**config.mk**
```make
export PLATFORM = sky130hd
export DESIGN_NAME = stv_ctrl
export DESIGN_NICKNAME = d
export VERILOG_FILES = /design/src/sorted_time_value_table_unit_defines.svh /design/src/stv_pkg.sv /design/src/stv_ctrl.sv
export SDC_FILE = /design/constraint.sdc
export NUM_CORES = 1
export LEC_CHECK = 0
export BUFFER_PORTS_ARGS = -buffer_cell sky130_fd_sc_hd__clkbuf_2
export CORE_MARGIN = 2
export CORE_UTILIZATION = 35
export DETAILED_ROUTE_END_ITERATION = 10
export GPL_TIMING_DRIVEN = 0
export PLACE_DENSITY = 0.56
export SLEW_MARGIN = 10
export SYNTH_ARGS = -nofsm -noshare
export SYNTH_HDL_FRONTEND = slang
export SYNTH_SLANG_ARGS = --single-unit
```
**constraint.sdc**
```tcl
create_clock -name aclk -period 2.2 [get_ports aclk]
set_clock_uncertainty 0.2 [all_clocks]
set_input_delay 0.44 -clock aclk [delete_from_list [all_inputs] [get_ports aclk]]
set_output_delay 0.44 -clock aclk [all_outputs]
set_load 0.005 [all_outputs]
```
**src/sorted_time_value_table_unit_defines.svh**
```systemverilog
// ----------------------------------------------------------------------------
// Assertion macros for the sorted time/value table
// Concurrent checks clocked on aclk and held off while aresetn is low.
// ----------------------------------------------------------------------------
`ifndef SORTED_TIME_VALUE_TABLE_UNIT_DEFINES_SVH
`define SORTED_TIME_VALUE_TABLE_UNIT_DEFINES_SVH

`ifndef SYNTHESIS
`define STV_ASSERT(lbl, prop, msg) \
    lbl: assert property (@(posedge aclk) disable iff (!aresetn) prop) else $error(msg);
`define STV_ASSERT_NEXT(lbl, cond, prop, msg) \
    lbl: assert property (@(posedge aclk) disable iff (!aresetn) cond |=> prop) else $error(msg);
`else
`define STV_ASSERT(lbl, prop, msg)
`define STV_ASSERT_NEXT(lbl, cond, prop, msg)
`endif

`endif

```
**src/stv_pkg.sv**
```systemverilog
// ----------------------------------------------------------------------------
// stv_pkg
// Shared constants, codes and controller/datapath interface types.
// ----------------------------------------------------------------------------
package stv_pkg;

    localparam int DEPTH    = 256;
    localparam int IDX_W    = $clog2(DEPTH);
    localparam int CNT_W    = IDX_W + 1;
    localparam int TIME_W   = 32;
    localparam int VAL_W    = 32;
    localparam int VOUT_W   = VAL_W - 1;
    localparam int ABS_W    = 32;
    localparam int REL_W    = 16;
    localparam int CFG_IDX_W = 1;
    localparam int PROD_W   = VOUT_W + TIME_W;
    localparam int STEP_W   = $clog2(PROD_W);

    localparam logic [CFG_IDX_W-1:0] CFG_ABS_TOL = 1'd0;
    localparam logic [CFG_IDX_W-1:0] CFG_REL_TOL = 1'd1;

    localparam logic [2:0] OP_SET   = 3'd0;
    localparam logic [2:0] OP_GET   = 3'd1;
    localparam logic [2:0] OP_RMPT  = 3'd2;
    localparam logic [2:0] OP_RMRNG = 3'd3;
    localparam logic [2:0] OP_ADD   = 3'd4;
    localparam logic [2:0] OP_MOVE  = 3'd5;
    localparam logic [2:0] OP_CMPR  = 3'd6;
    localparam logic [2:0] OP_CLEAR = 3'd7;

    localparam logic [1:0] ST_DONE    = 2'd0;
    localparam logic [1:0] ST_IGNORED = 2'd1;
    localparam logic [1:0] ST_FULL    = 2'd2;

    // memory read address select
    localparam logic [3:0] R_NONE  = 4'd0;
    localparam logic [3:0] R_IDX   = 4'd1;
    localparam logic [3:0] R_IDXM1 = 4'd2;
    localparam logic [3:0] R_IDXP1 = 4'd3;
    localparam logic [3:0] R_END   = 4'd4;
    localparam logic [3:0] R_SRC   = 4'd5;
    localparam logic [3:0] R_PTRM1 = 4'd6;
    localparam logic [3:0] R_CNTM1 = 4'd7;
    localparam logic [3:0] R_IM1   = 4'd8;
    localparam logic [3:0] R_I     = 4'd9;
    localparam logic [3:0] R_IP1   = 4'd10;

    // datapath actions
    localparam logic [4:0] A_NOP       = 5'd0;
    localparam logic [4:0] A_LOAD      = 5'd1;
    localparam logic [4:0] A_IDX_INC   = 5'd2;
    localparam logic [4:0] A_SRCH_DONE = 5'd3;
    localparam logic [4:0] A_SET_VAL   = 5'd4;
    localparam logic [4:0] A_INS_INIT  = 5'd5;
    localparam logic [4:0] A_SHIFT_UP  = 5'd6;
    localparam logic [4:0] A_INS_WR    = 5'd7;
    localparam logic [4:0] A_ERASE_PT  = 5'd8;
    localparam logic [4:0] A_END_INIT  = 5'd9;
    localparam logic [4:0] A_END_INC   = 5'd10;
    localparam logic [4:0] A_ERASE_RNG = 5'd11;
    localparam logic [4:0] A_COPY_DN   = 5'd12;
    localparam logic [4:0] A_ERASE_FIN = 5'd13;
    localparam logic [4:0] A_MOVE_WR   = 5'd14;
    localparam logic [4:0] A_IGNORE    = 5'd15;
    localparam logic [4:0] A_FULL      = 5'd16;
    localparam logic [4:0] A_CLEAR     = 5'd17;
    localparam logic [4:0] A_OUT_CUR   = 5'd18;
    localparam logic [4:0] A_OUT_RD    = 5'd19;
    localparam logic [4:0] A_OUT_IV    = 5'd20;
    localparam logic [4:0] A_GET_SETUP = 5'd21;
    localparam logic [4:0] A_LD_P0     = 5'd22;
    localparam logic [4:0] A_LD_PX     = 5'd23;
    localparam logic [4:0] A_LD_P1     = 5'd24;
    localparam logic [4:0] A_DIV_START = 5'd25;
    localparam logic [4:0] A_IV_LATCH  = 5'd26;
    localparam logic [4:0] A_END_FIX   = 5'd27;
    localparam logic [4:0] A_I_INIT    = 5'd28;
    localparam logic [4:0] A_I_INC     = 5'd29;
    localparam logic [4:0] A_ERASE_I   = 5'd30;
    localparam logic [4:0] A_OUT_LOAD  = 5'd31;

    typedef struct packed {
        logic [3:0] rd;
        logic [4:0] act;
    } stv_cmd_t;

    typedef struct packed {
        logic [2:0] op;
        logic       idx_lt_cnt;
        logic       idxp1_lt_cnt;
        logic       idx_zero;
        logic       cnt_zero;
        logic       cnt_full;
        logic       found;
        logic       rd_lt_a;
        logic       rd_lt_b;
        logic       rd_le_b;
        logic       ta_gt_tb;
        logic       shift_done;
        logic       src_lt_cnt;
        logic       end_lt_cnt;
        logic       e_ge_s3;
        logic       i_lt_em1;
        logic       within_tol;
        logic       div_busy;
        logic       out_busy;
    } stv_stat_t;

endpackage

```
**src/stv_ctrl.sv**
```systemverilog
// ----------------------------------------------------------------------------
// stv_ctrl
// Sequencer: search, shift, erase, interpolate and compress loops.
// ----------------------------------------------------------------------------
module stv_ctrl (
    input  logic               aclk,
    input  logic               aresetn,
    input  logic               s_valid,
    output logic               s_ready,
    input  stv_pkg::stv_stat_t stat,
    output stv_pkg::stv_cmd_t  cmd
);

    localparam logic [4:0] S_IDLE   = 5'd0;
    localparam logic [4:0] S_SRCH   = 5'd1;
    localparam logic [4:0] S_SCMP   = 5'd2;
    localparam logic [4:0] S_DISP   = 5'd3;
    localparam logic [4:0] S_SHRD   = 5'd4;
    localparam logic [4:0] S_SHWR   = 5'd5;
    localparam logic [4:0] S_INSWR  = 5'd6;
    localparam logic [4:0] S_GLAST  = 5'd7;
    localparam logic [4:0] S_GP0    = 5'd8;
    localparam logic [4:0] S_DIVGO  = 5'd9;
    localparam logic [4:0] S_DIVW   = 5'd10;
    localparam logic [4:0] S_IV     = 5'd11;
    localparam logic [4:0] S_ERD    = 5'd12;
    localparam logic [4:0] S_EWR    = 5'd13;
    localparam logic [4:0] S_RRD    = 5'd14;
    localparam logic [4:0] S_RCMP   = 5'd15;
    localparam logic [4:0] S_MV0    = 5'd16;
    localparam logic [4:0] S_MV1    = 5'd17;
    localparam logic [4:0] S_MV2    = 5'd18;
    localparam logic [4:0] S_ESRCH  = 5'd19;
    localparam logic [4:0] S_ECMP   = 5'd20;
    localparam logic [4:0] S_CCHK   = 5'd21;
    localparam logic [4:0] S_CLOOP  = 5'd22;
    localparam logic [4:0] S_C0     = 5'd23;
    localparam logic [4:0] S_C1     = 5'd24;
    localparam logic [4:0] S_C2     = 5'd25;
    localparam logic [4:0] S_FIN    = 5'd26;

    logic [4:0] state_reg;
    logic [4:0] state_next;

    always_ff @(posedge aclk) begin
        if (!aresetn) begin
            state_reg <= S_IDLE;
        end else begin
            state_reg <= state_next;
        end
    end

    always_comb begin
        state_next = state_reg;
        cmd.rd     = stv_pkg::R_NONE;
        cmd.act    = stv_pkg::A_NOP;
        case (state_reg)
            S_IDLE: begin
                if (s_valid) begin
                    cmd.act    = stv_pkg::A_LOAD;
                    state_next = S_SRCH;
                end
            end
            S_SRCH: begin
                if (stat.idx_lt_cnt) begin
                    cmd.rd     = stv_pkg::R_IDX;
                    state_next = S_SCMP;
                end else begin
                    cmd.act    = stv_pkg::A_SRCH_DONE;
                    state_next = S_DISP;
                end
            end
            S_SCMP: begin
                if (stat.rd_lt_a) begin
                    cmd.act    = stv_pkg::A_IDX_INC;
                    state_next = S_SRCH;
                end else begin
                    cmd.act    = stv_pkg::A_SRCH_DONE;
                    state_next = S_DISP;
                end
            end
            S_DISP: begin
                state_next = S_FIN;
                case (stat.op)
                    stv_pkg::OP_SET: begin
                        if (stat.found) begin
                            cmd.act = stv_pkg::A_SET_VAL;
                        end else if (stat.cnt_full) begin
                            cmd.act = stv_pkg::A_FULL;
                        end else begin
                            cmd.act    = stv_pkg::A_INS_INIT;
                            state_next = S_SHRD;
                        end
                    end
                    stv_pkg::OP_GET: begin
                        if (stat.cnt_zero) begin
                            cmd.act = stv_pkg::A_NOP;
                        end else if (stat.found || stat.idx_zero) begin
                            cmd.act = stv_pkg::A_OUT_CUR;
                        end else if (!stat.idx_lt_cnt) begin
                            cmd.rd     = stv_pkg::R_CNTM1;
                            state_next = S_GLAST;
                        end else begin
                            cmd.rd     = stv_pkg::R_IDXM1;
                            state_next = S_GP0;
                        end
                    end
                    stv_pkg::OP_RMPT: begin
                        if (stat.found) begin
                            cmd.act    = stv_pkg::A_ERASE_PT;
                            state_next = S_ERD;
                        end else begin
                            cmd.act = stv_pkg::A_IGNORE;
                        end
                    end
                    stv_pkg::OP_RMRNG: begin
                        if (stat.ta_gt_tb) begin
                            cmd.act = stv_pkg::A_IGNORE;
                        end else begin
                            cmd.act    = stv_pkg::A_END_INIT;
                            state_next = S_RRD;
                        end
                    end
                    stv_pkg::OP_ADD: begin
                        if (stat.cnt_zero || stat.found) begin
                            cmd.act = stv_pkg::A_IGNORE;
                        end else if (stat.cnt_full) begin
                            cmd.act = stv_pkg::A_FULL;
                        end else begin
                            cmd.act    = stv_pkg::A_INS_INIT;
                            state_next = S_SHRD;
                        end
                    end
                    stv_pkg::OP_MOVE: begin
                        if (!stat.found) begin
                            cmd.act = stv_pkg::A_IGNORE;
                        end else if (!stat.idx_zero) begin
                            cmd.rd     = stv_pkg::R_IDXM1;
                            state_next = S_MV0;
                        end else begin
                            state_next = S_MV1;
                        end
                    end
                    stv_pkg::OP_CMPR: begin
                        if (stat.ta_gt_tb) begin
                            cmd.act = stv_pkg::A_IGNORE;
                        end else if (!stat.cnt_zero) begin
                            cmd.act    = stv_pkg::A_END_INIT;
                            state_next = S_ESRCH;
                        end
                    end
                    default: begin
                        cmd.act = stv_pkg::A_CLEAR;
                    end
                endcase
            end
            S_SHRD: begin
                if (stat.shift_done) begin
                    if (!stat.idx_zero) begin
                        cmd.rd = stv_pkg::R_IDXM1;
                    end
                    state_next = S_INSWR;
                end else begin
                    cmd.rd     = stv_pkg::R_PTRM1;
                    state_next = S_SHWR;
                end
            end
            S_SHWR: begin
                cmd.act    = stv_pkg::A_SHIFT_UP;
                state_next = S_SHRD;
            end
            S_INSWR: begin
                cmd.act    = stv_pkg::A_INS_WR;
                state_next = S_FIN;
            end
            S_GLAST: begin
                cmd.act    = stv_pkg::A_OUT_RD;
                state_next = S_FIN;
            end
            S_GP0: begin
                cmd.act    = stv_pkg::A_GET_SETUP;
                state_next = S_DIVGO;
            end
            S_DIVGO: begin
                cmd.act    = stv_pkg::A_DIV_START;
                state_next = S_DIVW;
            end
            S_DIVW: begin
                if (!stat.div_busy) begin
                    cmd.act    = stv_pkg::A_IV_LATCH;
                    state_next = S_IV;
                end
            end
            S_IV: begin
                if (stat.op == stv_pkg::OP_GET) begin
                    cmd.act    = stv_pkg::A_OUT_IV;
                    state_next = S_FIN;
                end else if (stat.within_tol) begin
                    cmd.act    = stv_pkg::A_ERASE_I;
                    state_next = S_ERD;
                end else begin
                    cmd.act    = stv_pkg::A_I_INC;
                    state_next = S_CLOOP;
                end
            end
            S_ERD: begin
                if (stat.src_lt_cnt) begin
                    cmd.rd     = stv_pkg::R_SRC;
                    state_next = S_EWR;
                end else begin
                    cmd.act    = stv_pkg::A_ERASE_FIN;
                    state_next = (stat.op == stv_pkg::OP_CMPR) ? S_CLOOP : S_FIN;
                end
            end
            S_EWR: begin
                cmd.act    = stv_pkg::A_COPY_DN;
                state_next = S_ERD;
            end
            S_RRD: begin
                if (stat.end_lt_cnt) begin
                    cmd.rd     = stv_pkg::R_END;
                    state_next = S_RCMP;
                end else begin
                    cmd.act    = stv_pkg::A_ERASE_RNG;
                    state_next = S_ERD;
                end
            end
            S_RCMP: begin
                if (stat.rd_le_b) begin
                    cmd.act    = stv_pkg::A_END_INC;
                    state_next = S_RRD;
                end else begin
                    cmd.act    = stv_pkg::A_ERASE_RNG;
                    state_next = S_ERD;
                end
            end
            S_MV0: begin
                if (!stat.rd_lt_b) begin
                    cmd.act    = stv_pkg::A_IGNORE;
                    state_next = S_FIN;
                end else begin
                    state_next = S_MV1;
                end
            end
            S_MV1: begin
                if (stat.idxp1_lt_cnt) begin
                    cmd.rd     = stv_pkg::R_IDXP1;
                    state_next = S_MV2;
                end else begin
                    cmd.act    = stv_pkg::A_MOVE_WR;
                    state_next = S_FIN;
                end
            end
            S_MV2: begin
                cmd.act    = stat.rd_le_b ? stv_pkg::A_IGNORE : stv_pkg::A_MOVE_WR;
                state_next = S_FIN;
            end
            S_ESRCH: begin
                if (stat.end_lt_cnt) begin
                    cmd.rd     = stv_pkg::R_END;
                    state_next = S_ECMP;
                end else begin
                    cmd.act    = stv_pkg::A_END_FIX;
                    state_next = S_CCHK;
                end
            end
            S_ECMP: begin
                if (stat.rd_lt_b) begin
                    cmd.act    = stv_pkg::A_END_INC;
                    state_next = S_ESRCH;
                end else begin
                    cmd.act    = stv_pkg::A_END_FIX;
                    state_next = S_CCHK;
                end
            end
            S_CCHK: begin
                if (stat.e_ge_s3) begin
                    cmd.act    = stv_pkg::A_I_INIT;
                    state_next = S_CLOOP;
                end else begin
                    state_next = S_FIN;
                end
            end
            S_CLOOP: begin
                if (stat.i_lt_em1) begin
                    cmd.rd     = stv_pkg::R_IM1;
                    state_next = S_C0;
                end else begin
                    state_next = S_FIN;
                end
            end
            S_C0: begin
                cmd.act    = stv_pkg::A_LD_P0;
                cmd.rd     = stv_pkg::R_I;
                state_next = S_C1;
            end
            S_C1: begin
                cmd.act    = stv_pkg::A_LD_PX;
                cmd.rd     = stv_pkg::R_IP1;
                state_next = S_C2;
            end
            S_C2: begin
                cmd.act    = stv_pkg::A_LD_P1;
                state_next = S_DIVGO;
            end
            S_FIN: begin
                if (!stat.out_busy) begin
                    cmd.act    = stv_pkg::A_OUT_LOAD;
                    state_next = S_IDLE;
                end
            end
            default: begin
                state_next = S_IDLE;
            end
        endcase
    end

    assign s_ready = (state_reg == S_IDLE);

endmodule

```
==> out/results.tsv <==
metric	value	unit
root buffer cell	clkbuf_8	
Power Dens Cells	508	nW/um^2
crit path DAT	2.02	ns
Inst Count DP	397	
final worst slack	-0.463	ns
global-route wire length before repair	13.0	mm
Top FF cell, synth	dfxtp_1	
post-synthesis sequential area ratio	5.58	%
Post-synth EDFFs	0	
reg2reg path depth	7	
syn_nets	319	
Synth Register Bits	5	
vias in the first global route	2478	
Cells after Synth	295	
outcome	finished, violations left	
crit path capture type	output port	
Yosys top cell area share	7.25	%
drt via density	6.55	
post-route ant nets	0	
cts hold-fix bufs	0	
leakage	1.02	nW
drt total wl	8.57	mm
number of flip-flops in the largest register	5	
ys async rst share	0	%
pre-CTS setup slack	-0.572	ns
failing checks	setup timing	
Ys Warns	0	
Post-Layout Cell Count	425	
I/O pin count	34	
IO Port Bufs	32	
Die H	75.6	um
# diodes	0	
critical path data required time	1.56	ns
fraction of layout cells with a size suffix above 1	37.5	%
Fin Hold WS	0.282	ns
Hold Path Class	primary input to flop	
drt first pass iters	5	
DR vias	2785	
H-Tree Level Count	1	
leading area contributor after synthesis	a21oi_1	
top post-synthesis cells by area	a21oi_1, o21ai_0, dfxtp_1, nor2_1, nand2_1	
GR Util All Layers	30.2	%
Post-synth top cells	a21oi_1, nor2_1, nand2_1, o21ai_0, buf_2	
pin count of the biggest net entering global routing	11	
CTS buffer count	3	
Final Hold Vio Count	0	
Die ar.	5720	sq um
R2R setup slack	0.12	ns
clk_lat worst skew	0.22	ns
WL/cell	20.2	um
Final Util	53.4	%
Period minus WS final	2.66	ns
initial antenna violation count	0	
clk sink count	5	
Worst-path clk slew	0.04	ns
Slew Limit Fails	0	
slew at the pin closest to its max-slew limit	0.526	ns
Fmax	0.376	GHz
Syn Area/Cell	6.08	sq um
Max-Cap Viols	0	
unrepaired setup endpoints after global routing	true	
Post-Syn Area	1790	sq um
library cells used by synthesis	62	
GPL Wtd Cong	0.935	
num rows	26	
Tcrit/Tclk final	121	%
DP HPWL	5.94	mm
TritonCTS clock tree	done	
startpoint types	flop	
Rel. slew slack	64.0	%
Core ar.	5040	sq um
initial core utilization	35.6	%
Final Total Pwr	1.37	mW
Die Width	75.6	um
Net count, final	380	
VDD IR-drop max	0.234	mV
Layout area overhead	50.2	%
CP max FO	8	
Final setup viols	9	
Starting DRT DRC Count	384	
CTS Buffer Depth	2	
gr ovfl total	0	
Hold Path Depth	3	
most frequent cell after synthesis	a21oi_1	
Remaining DRCs	0	
Crit Path Class	flop to output port	
## timing repair
action,4_1_cts,5_1_grt
endpoints found under the setup margin,12,14
setup buffers,18,4
resized for setup,79,36
pin swaps,11,9
cloned,2,0
## power breakdown
part | switching, mW | internal [mW] | total [mW] | leakage, nW
logic | 0.595 | 0.468 | 1.06 | 0.958
clock network | 0.0433 | 0.124 | 0.168 | 0.0228
registers | 0.0275 | 0.111 | 0.138 | 0.0441
total | 0.666 | 0.704 | 1.37 | 1.02
## worst paths after layout
path,endpoint,from
worst max-delay path,cmd[0],state_reg[1]
worst min register to register,state_reg[1],state_reg[4]
worst max register to register,state_reg[1],state_reg[4]
worst min-delay path,state_reg[4],aresetn
## cell type report
class                      instances  area [sq um]
fill                             495          2350
multi-input combinational        250          1740
timing repair buffer              56           347
buffer                            28           310
sequential                         5           116
tap                               70          87.6
inverter                          12          48.8
clock buffer                       4          45.0
## critical path, stage by stage (launching register included)
cell	delay (ns)
dfxtp_4	0.35
buf_6	0.14
buf_4	0.14
nand3_1	0.26
nor3_1	0.11
or4_4	0.44
a211o_1	0.24
clkbuf_2	0.11
## through the flow
stage               setup TNS [ns]  area, sq um
finish                       -2.16         2700
global route                 -2.65         2700
CTS                          -2.20         2540
detailed placement           -3.40         2080
global placement             -3.80         2080
floorplan                  -0.0208         1840
## cell usage in the layout, fill, tap and decap left out, drive strengths merged, types with 3 or more instances in the layout
cell,netlist,layout
nor3b,3,3
dfxtp,5,5
nand2,24,24
nor2b,11,11
a211oi,3,3
mux2i,3,3
inv,12,11
o31ai,4,4
nand3,8,8
or4,5,5
a31oi,11,11
nand3b,3,3
o22ai,5,5
nand2b,8,8
a21oi,26,26
a2111oi,6,6
o211ai,4,4
nor2,25,25
clkbuf,7,42
or2,3,3
o21ai,24,24
nand4,8,8
buf,21,46
a32oi,4,4
nor3,17,17
a211o,3,3
o21bai,4,4
## routing by layer
layer  routed length [um]  track usage (%)  vias to the layer above
met5                    0                0                        -
li1                     -                -                     1260
met1                 3670             43.8                     1299
met3                  988             5.42                       35
met4                  320             13.1                        0
met2                 3590             43.2                      191
## logic make-up after synthesis
logic type / share of synthesized area, %
DFF: 5.58
muxes: 2.30
buffers and inverters: 10.2
and+or+nand+nor: 38.6
AOI/OAI and AO/OA: 43.4
No activity file was read; power rests on OpenSTA's default activity.
